File: src/sv/mtfkc_pkg.sv
// Shared types and constants for the move-to-front key cache.
// No dependencies; imported by every module of the block.
package mtfkc_pkg;

    // Key field widths and the packed key {x, y, level}
    localparam int X_W    = 32;
    localparam int Y_W    = 32;
    localparam int LVL_W  = 16;
    localparam int KEY_W  = X_W + Y_W + LVL_W;
    localparam int SLOT_W = 4;

    // Default number of cache entries
    localparam int MTFKC_ENTRIES = 16;

    // Controller to datapath commands
    typedef struct packed {
        logic capture;     // latch the key, clear the scan trackers
        logic scan_issue;  // read one entry for the lookup pass
        logic age_issue;   // read one entry for the aging pass
        logic commit;      // write the target slot and the result
    } mtfkc_cmd_t;

    // Datapath to controller status
    typedef struct packed {
        logic idx_last;    // entry counter is on the last entry
    } mtfkc_status_t;

endpackage

File: src/sv/move_to_front_key_cache.sv
// Top level of the move-to-front key cache: controller plus datapath.
// Depends on mtfkc_pkg, mtfkc_ctrl and mtfkc_dpath.
//
//   channel | handshake      | payload
//   --------+----------------+-----------------------------------
//   lookup  | start / busy   | tile_x, tile_y, zoom_level
//   result  | done (strobe)  | hit, slot, evicted
//
// An item is taken when start is high and busy is low. busy then stays high
// through one pass over the key and rank memories for the lookup, one
// read-modify-write pass over the rank memory for aging, and a commit
// step. done pulses for one cycle as busy falls; the next item may be
// started in that same cycle. Reset clears all valid bits at once.
// The receiver cannot stall the result.
module move_to_front_key_cache
    import mtfkc_pkg::*;
#(
    parameter int CACHE_ENTRIES = MTFKC_ENTRIES
)
(
    input  logic              clk,
    input  logic              rst_n,
    input  logic              start,
    output logic              busy,
    input  logic [X_W-1:0]    tile_x,
    input  logic [Y_W-1:0]    tile_y,
    input  logic [LVL_W-1:0]  zoom_level,
    output logic              done,
    output logic              hit,
    output logic [SLOT_W-1:0] slot,
    output logic              evicted
);

    mtfkc_cmd_t    cmd;
    mtfkc_status_t status;

    mtfkc_ctrl u_ctrl
    (
        .clk    (clk),
        .rst_n  (rst_n),
        .start  (start),
        .status (status),
        .cmd    (cmd),
        .busy   (busy),
        .done   (done)
    );

    mtfkc_dpath #(
        .CACHE_ENTRIES (CACHE_ENTRIES)
    ) u_dpath
    (
        .clk        (clk),
        .rst_n      (rst_n),
        .cmd        (cmd),
        .status     (status),
        .tile_x     (tile_x),
        .tile_y     (tile_y),
        .zoom_level (zoom_level),
        .hit        (hit),
        .slot       (slot),
        .evicted    (evicted)
    );

endmodule

File: src/sv/mtfkc_ctrl.sv
// Controller state machine of the move-to-front key cache.
// Depends on mtfkc_pkg; drives the datapath through mtfkc_cmd_t.
module mtfkc_ctrl
    import mtfkc_pkg::*;
(
    input  logic          clk,
    input  logic          rst_n,
    input  logic          start,
    input  mtfkc_status_t status,
    output mtfkc_cmd_t    cmd,
    output logic          busy,
    output logic          done
);

    localparam logic [2:0] ST_IDLE     = 3'd0;
    localparam logic [2:0] ST_SCAN     = 3'd1;
    localparam logic [2:0] ST_SCAN_END = 3'd2;
    localparam logic [2:0] ST_AGE      = 3'd3;
    localparam logic [2:0] ST_AGE_END  = 3'd4;
    localparam logic [2:0] ST_COMMIT   = 3'd5;

    logic [2:0] state_reg;
    logic [2:0] state_next;
    logic       done_reg;

    // Next state and commands
    always_comb
    begin
        state_next = state_reg;
        cmd        = '0;
        unique case (state_reg)
            ST_IDLE:
            begin
                cmd.capture = start;
                if (start)
                begin
                    state_next = ST_SCAN;
                end
            end
            ST_SCAN:
            begin
                cmd.scan_issue = 1'b1;
                if (status.idx_last)
                begin
                    state_next = ST_SCAN_END;
                end
            end
            ST_SCAN_END:
            begin
                state_next = ST_AGE;
            end
            ST_AGE:
            begin
                cmd.age_issue = 1'b1;
                if (status.idx_last)
                begin
                    state_next = ST_AGE_END;
                end
            end
            ST_AGE_END:
            begin
                state_next = ST_COMMIT;
            end
            ST_COMMIT:
            begin
                cmd.commit = 1'b1;
                state_next = ST_IDLE;
            end
            default:
            begin
                state_next = ST_IDLE;
            end
        endcase
    end

    // State and result strobe
    always_ff @(posedge clk or negedge rst_n)
    begin
        if (!rst_n)
        begin
            state_reg <= ST_IDLE;
            done_reg  <= 1'b0;
        end
        else
        begin
            state_reg <= state_next;
            done_reg  <= (state_reg == ST_COMMIT);
        end
    end

    assign busy = (state_reg != ST_IDLE);
    assign done = done_reg;

endmodule

File: src/sv/mtfkc_dpath.sv
// Datapath of the move-to-front key cache: key and rank memories, valid bits,
// scan trackers, aging pass and result registers. Depends on mtfkc_pkg.
module mtfkc_dpath
    import mtfkc_pkg::*;
#(
    parameter int CACHE_ENTRIES = MTFKC_ENTRIES
)
(
    input  logic                clk,
    input  logic                rst_n,
    input  mtfkc_cmd_t          cmd,
    output mtfkc_status_t       status,
    input  logic [X_W-1:0]      tile_x,
    input  logic [Y_W-1:0]      tile_y,
    input  logic [LVL_W-1:0]    zoom_level,
    output logic                hit,
    output logic [SLOT_W-1:0]   slot,
    output logic                evicted
);

    localparam int IW    = $clog2(CACHE_ENTRIES);
    localparam int EXT_W = SLOT_W + IW;
    localparam logic [IW-1:0] IDX_LAST = IW'(CACHE_ENTRIES - 1);
    localparam logic [IW-1:0] IDX_ONE  = IW'(1);

    // Storage
    logic [KEY_W-1:0]         key_mem  [CACHE_ENTRIES];
    logic [IW-1:0]            rank_mem [CACHE_ENTRIES];
    logic [CACHE_ENTRIES-1:0] valid_reg;

    // Item key and entry counter
    logic [KEY_W-1:0] key_reg;
    logic [IW-1:0]    idx_reg;

    // Read stage
    logic [KEY_W-1:0] key_rd_reg;
    logic [IW-1:0]    rank_rd_reg;
    logic [IW-1:0]    p_idx_reg;
    logic             p_valid_reg;
    logic             p_age_reg;

    // Scan trackers
    logic          found_reg;
    logic [IW-1:0] hit_slot_reg;
    logic [IW-1:0] hit_rank_reg;
    logic          free_reg;
    logic [IW-1:0] free_slot_reg;
    logic [IW-1:0] lru_slot_reg;
    logic [IW-1:0] lru_rank_reg;

    // Result registers
    logic              hit_reg;
    logic [SLOT_W-1:0] slot_reg;
    logic              evicted_reg;

    logic              entry_v;
    logic              evict;
    logic [IW-1:0]     target;
    logic [EXT_W-1:0]  target_ext;
    logic              age_wr;
    logic              rank_we;
    logic [IW-1:0]     rank_waddr;
    logic [IW-1:0]     rank_wdata;

    assign status.idx_last = (idx_reg == IDX_LAST);
    assign entry_v         = valid_reg[p_idx_reg];

    // Replacement decision from the finished scan
    assign evict  = !found_reg && !free_reg;
    always_comb
    begin
        if (found_reg)
        begin
            target = hit_slot_reg;
        end
        else if (free_reg)
        begin
            target = free_slot_reg;
        end
        else
        begin
            target = lru_slot_reg;
        end
    end
    assign target_ext = EXT_W'(target);

    // Aging: on a hit, entries more recent than the hit move back one place;
    // on a miss, every valid entry except the one being replaced does
    always_comb
    begin
        age_wr = 1'b0;
        if (p_valid_reg && p_age_reg && entry_v)
        begin
            if (found_reg)
            begin
                age_wr = (rank_rd_reg < hit_rank_reg);
            end
            else
            begin
                age_wr = !(evict && (p_idx_reg == target));
            end
        end
    end

    // Rank memory write port: aging pass or commit
    always_comb
    begin
        rank_we    = age_wr || cmd.commit;
        rank_waddr = cmd.commit ? target : p_idx_reg;
        rank_wdata = cmd.commit ? '0 : (rank_rd_reg + IDX_ONE);
    end

    always_ff @(posedge clk)
    begin
        if (rank_we)
        begin
            rank_mem[rank_waddr] <= rank_wdata;
        end
        if (cmd.scan_issue || cmd.age_issue)
        begin
            rank_rd_reg <= rank_mem[idx_reg];
        end
    end

    // Key memory: written on a miss, read during the lookup pass
    always_ff @(posedge clk)
    begin
        if (cmd.commit && !found_reg)
        begin
            key_mem[target] <= key_reg;
        end
        if (cmd.scan_issue)
        begin
            key_rd_reg <= key_mem[idx_reg];
        end
    end

    // Item key and read stage bookkeeping
    always_ff @(posedge clk)
    begin
        if (cmd.capture)
        begin
            key_reg <= {tile_x, tile_y, zoom_level};
        end
        p_idx_reg <= idx_reg;
        p_age_reg <= cmd.age_issue;
    end

    // Control state: counter, stage valid, valid bits, trackers
    always_ff @(posedge clk or negedge rst_n)
    begin
        if (!rst_n)
        begin
            idx_reg     <= '0;
            p_valid_reg <= 1'b0;
            valid_reg   <= '0;
            found_reg   <= 1'b0;
            free_reg    <= 1'b0;
        end
        else
        begin
            p_valid_reg <= cmd.scan_issue || cmd.age_issue;

            // entry counter wraps after the last entry
            if (cmd.capture)
            begin
                idx_reg <= '0;
            end
            else if (cmd.scan_issue || cmd.age_issue)
            begin
                idx_reg <= (idx_reg == IDX_LAST) ? '0 : (idx_reg + IDX_ONE);
            end

            if (cmd.capture)
            begin
                found_reg <= 1'b0;
                free_reg  <= 1'b0;
            end
            else if (p_valid_reg && !p_age_reg)
            begin
                if (entry_v)
                begin
                    if (!found_reg && (key_rd_reg == key_reg))
                    begin
                        found_reg <= 1'b1;
                    end
                end
                else if (!free_reg)
                begin
                    free_reg <= 1'b1;
                end
            end

            if (cmd.commit)
            begin
                valid_reg[target] <= 1'b1;
            end
        end
    end

    // Tracker payload: first match, first free slot, oldest valid entry
    always_ff @(posedge clk)
    begin
        if (cmd.capture)
        begin
            lru_rank_reg <= '0;
            lru_slot_reg <= '0;
        end
        else if (p_valid_reg && !p_age_reg)
        begin
            if (entry_v)
            begin
                if (!found_reg && (key_rd_reg == key_reg))
                begin
                    hit_slot_reg <= p_idx_reg;
                    hit_rank_reg <= rank_rd_reg;
                end
                if (rank_rd_reg >= lru_rank_reg)
                begin
                    lru_rank_reg <= rank_rd_reg;
                    lru_slot_reg <= p_idx_reg;
                end
            end
            else if (!free_reg)
            begin
                free_slot_reg <= p_idx_reg;
            end
        end
    end

    // Result registers
    always_ff @(posedge clk)
    begin
        if (cmd.commit)
        begin
            hit_reg     <= found_reg;
            slot_reg    <= target_ext[SLOT_W-1:0];
            evicted_reg <= evict;
        end
    end

    assign hit     = hit_reg;
    assign slot    = slot_reg;
    assign evicted = evicted_reg;

endmodule

File: config.mk
export PLATFORM = sky130hd
export DESIGN_NAME = move_to_front_key_cache
export DESIGN_NICKNAME = d
export VERILOG_FILES = /design/src/sv/mtfkc_pkg.sv /design/src/sv/move_to_front_key_cache.sv /design/src/sv/mtfkc_ctrl.sv /design/src/sv/mtfkc_dpath.sv
export SDC_FILE = /design/constraint.sdc
export NUM_CORES = 2
export LEC_CHECK = 0
export ABC_AREA = 1
export ABC_CLOCK_PERIOD_IN_PS = 7100
export BUFFER_PORTS_ARGS = -buffer_cell sky130_fd_sc_hd__buf_4
export CAP_MARGIN = 20
export CORE_ASPECT_RATIO = 1.75
export CORE_UTILIZATION = 50
export CTS_CLUSTER_SIZE = 12
export DETAILED_ROUTE_END_ITERATION = 7
export GPL_TIMING_DRIVEN = 0
export PLACE_DENSITY = 0.62
export SYNTH_ARGS = -nofsm -noshare
export SYNTH_HDL_FRONTEND = slang
export SYNTH_SLANG_ARGS = --single-unit
File: constraint.sdc
create_clock -name clk -period 7.1 [get_ports clk]
set_input_delay 1.42 -clock clk [delete_from_list [all_inputs] [get_ports clk]]
set_output_delay 1.42 -clock clk [all_outputs]
set_load 0.02 [all_outputs]
==> out/qor.log <==
INFO  grt            grt_pass1_vias=37280
INFO  synth          synth_sequential_area_ratio=76.93%
INFO  cells_and_area finish.utilization=57.44%
INFO  place          gp_congestion=0.8780
INFO  die            top_level_ports=91
INFO  cells_and_area area_taken_by_multi_input_logic_gates=0.01258mm^2
INFO  sta            grt_setup_unrepaired=no
INFO  place          place.detailed.hpwl=123.0mm
INFO  critical_path  timing.critical_path.to_type=register
INFO  sta            worst_slew_slack_as_a_fraction_of_its_limit=22.31%
INFO  synth          ys.warnings.count=0
INFO  cells_and_area post-route-cell-area=0.06906mm^2
INFO  critical_path  critPathMaxFanout=24
INFO  critical_path  delay_of_the_slowest_critical_path_stage=0.68ns
INFO  power          cellLeakagePower=22.83nW
INFO  cells_and_area fillers=9488
INFO  clocking       ctsRootBufferMaster=sky130_fd_sc_hd__clkbuf_16
INFO  critical_path  worst_ep_required_time=7.58ns
INFO  synth          post_synth.cell_area_avg=14.26um^2
INFO  clocking       cts.sinks=1566
INFO  synth          yosysTopAreaCellShare=75.39%
INFO  sta            clock.fmax=284.1MHz
INFO  die            core_area=0.1202mm^2
INFO  grt            grt_start_max_net_pins=29
INFO  clocking       post_cts_resized=0
INFO  drt            ant_nets=0
INFO  sta            whs=0.3874ns
INFO  synth          ys_dominant_reg_cell=sky130_fd_sc_hd__edfxtp_1
INFO  critical_path  critical_path.slowest_cell=sky130_fd_sc_hd__nor2_4
INFO  synth          count_of_flip_flops_with_a_built_in_enable_after_synthesis=1526
INFO  cells_and_area p_r_area_growth_vs_syn=13.62%
INFO  sta            setup_violations=0
INFO  synth          post_synth_inst_count=4264
INFO  power          power-per-cell-area=403.9mW/mm^2
INFO  die            design.die.area=0.1230mm^2
INFO  place          numPortBuffers=90
INFO  drt            firstDrtPassIters=6
INFO  drt            drt_wl_total=178.8mm
INFO  cells_and_area finish.net_count=4660
INFO  critical_path  cp.buffers_inverters=4
INFO  place          place_area=0.06488mm^2
INFO  synth          ys_types=37
INFO  clocking       tritoncts=yes
INFO  critical_path  critPathKind=reg2reg
INFO  critical_path  cp_data_arrival_time=4.00ns
INFO  job            timing.max_cap.violations=0
INFO  sta            layout_min_cycle_time=3.520ns
INFO  sta            finalHoldViolCount=0
INFO  sta            timing.setup.tns=0ns
INFO  cells_and_area largest_register_ffs=1280
INFO  drt            drt-wirelength-per-cell=28.67um
INFO  drt            first_iter_violations=4344
INFO  die            initial_core_util=50.56%
INFO  clocking       cts.htree.levels=4
INFO  grt            grtUsageTotal=29.20%
INFO  clocking       cts_made_buffers=151
INFO  sta            maxSlewViolCount=0
INFO  sta            final.setup_skew=0.02092ns
INFO  synth          syn_area=0.06079mm^2
INFO  synth          synth_nets=4356
INFO  synth          synth_top_cell_by_area=sky130_fd_sc_hd__edfxtp_1
INFO  synth          async_flop_share=1.724%
INFO  sta            layout_worst_path_cycle_share=49.57%
INFO  clocking       clk_latency_worst_skew_pair=0.79ns
INFO  die            standard_cell_rows=168
INFO  grt            grt-ovfl-total=0
INFO  power          vdd_drop_max=0.2382mV
INFO  critical_path  critical-path-top-cell-by-count=sky130_fd_sc_hd__nand2_1
INFO  status         outcome=finished clean
INFO  cells_and_area post_route_cells_drive_above_1_share=9.926%
INFO  synth          post-synth-top-count-cell=sky130_fd_sc_hd__edfxtp_1
INFO  grt            grt_antenna_before_repair=7
INFO  clocking       cts-hold-fix-buffers=0
INFO  synth          ys_top_cells_by_count=sky130_fd_sc_hd__edfxtp_1, sky130_fd_sc_hd__nor2_1, sky130_fd_sc_hd__o21ai_0
INFO  critical_path  crit_family=simple AND/OR/NAND/NOR gates
INFO  synth          synth.ff_latch_count=1566
INFO  critical_path  setup.worst_path.start_class=register
INFO  sta            tightestPinTransition=1.157ns
INFO  drt            drc_errors=0
INFO  clocking       clk_transition_reported_paths=0.06ns
INFO  critical_path  sequence_of_cells_on_the_critical_path=buf_2 -> nand2_1 -> nand2_1 -> inv_1 -> nor3_1 -> nand2_1 -> nor2_4 -> buf_12 -> buf_12
INFO  grt            wire_length_of_the_first_global_routing_pass=255.4mm
INFO  drt            via_count=37890
INFO  die            die_width=265.6um
INFO  die            chipHeight=463.3um
INFO  clocking       cts_max_path_buffers=3
INFO  synth          synth.top_cells.by_area=sky130_fd_sc_hd__edfxtp_1, sky130_fd_sc_hd__nor2_1, sky130_fd_sc_hd__o21ai_0, sky130_fd_sc_hd__o32ai_1, sky130_fd_sc_hd__mux2i_1
INFO  worst_hold_path min_path_type=reg2reg
INFO  clocking       post_cts.repair.setup_buffers=0
INFO  drt            detail_route.vias_per_cell=6.077
INFO  cells_and_area register_area=0.04676mm^2
## power breakdown
group,internal (mW),switching (mW)
sequential,11.2,0.578
combinational,2.40,6.44
clock,3.95,3.28
## placed cells by master (no fill, tap or decap), drive strengths merged, types with 2 or more instances in the layout
cell / synthesis / routed
o221ai: 133 / 133
dfrtp: 27 / 27
dfxtp: 13 / 13
clkbuf: 162 / 344
o32ai: 203 / 203
xnor2: 23 / 23
buf: 101 / 252
nand3: 167 / 167
a21oi: 8 / 8
clkinv: 2 / 12
or2: 10 / 10
inv: 115 / 122
nand3b: 2 / 2
nor2: 834 / 834
o21ai: 368 / 368
mux2i: 133 / 133
nand2: 338 / 338
xor2: 17 / 17
nor3: 10 / 10
o22ai: 10 / 10
edfxtp: 1526 / 1526
diode: 0 / 7
nand4: 13 / 13
o211ai: 36 / 36
ha: 9 / 9
## cells by family (layout without fill, tap and decap cells)
kind of cell	Yosys count	in the layout	share of synthesized area, %
buf+inv	380	730	2.602
fa+ha+maj	9	9	0.1853
xor+xnor	40	40	0.5763
other cells	0	7	0
mux	133	133	2.190
flops	1566	1566	76.93
compound gates	762	762	8.553
simple gates	1374	1374	8.968
## path summary, 6_finish.rpt
check / from / endpoint / slack [ns] / cells past startpoint
min in group asynchronous: rst_n / u_dpath.valid_reg[14]$_DFFE_PN0P_ / 0.54 / 1
hold / removal: u_dpath.idx_reg[2]$_DFFE_PN0P_ / u_dpath.p_idx_reg[2]$_DFF_P_ / 0.39 / 0
max in group asynchronous: rst_n / u_dpath.idx_reg[3]$_DFFE_PN0P_ / 6.25 / 1
hold reg to reg: u_dpath.idx_reg[2]$_DFFE_PN0P_ / u_dpath.p_idx_reg[2]$_DFF_P_ / 0.39 / 0
setup / recovery: u_dpath.found_reg$_DFFE_PN0P_ / u_dpath.key_mem[13][28]$_DFFE_PP_ / 3.58 / 9
setup reg to reg: u_dpath.found_reg$_DFFE_PN0P_ / u_dpath.key_mem[13][28]$_DFFE_PP_ / 3.58 / 9
## worst register-to-register path, cell delays in order (launching register included)
cell and delay [ns]:
sky130_fd_sc_hd__dfrtp_1 0.44, sky130_fd_sc_hd__buf_2 0.42, sky130_fd_sc_hd__nand2_1 0.13, sky130_fd_sc_hd__nand2_1 0.20, sky130_fd_sc_hd__inv_1 0.08, sky130_fd_sc_hd__nor3_1 0.47
sky130_fd_sc_hd__nand2_1 0.23, sky130_fd_sc_hd__nor2_4 0.68, sky130_fd_sc_hd__buf_12 0.31, sky130_fd_sc_hd__buf_12 0.22
## cell type report
class	instances	share of cell area [%]
Multi-Input combinational cell	2318	18.21
Sequential cell	1566	67.71
Antenna cell	7	0.02536
Inverter	117	0.6377
Clock inverter	17	0.1993
Buffer	263	1.663
Clock buffer	182	5.821
Tap cell	1615	2.926
Timing Repair Buffer	151	2.808
## stage by stage
step	std cells	setup WS, ns	total power, mW
after floorplan	4264	1.255	16.64
after global placement	5969	-3.569	20.54
after detailed placement	6029	3.590	20.70
after CTS	6228	3.575	27.84
after global routing	6232	3.375	28.76
final	6236	3.580	27.90
## metal layers
metal	track usage (%)	vias to the layer above	share of wire, %
li1	-	16540	-
met1	34.30	19040	36
met2	49.26	1811	50
met3	4.622	504	6.7
met4	19.79	0	7.3
met5	0	-	0
Power figures use the tool's default switching activity.
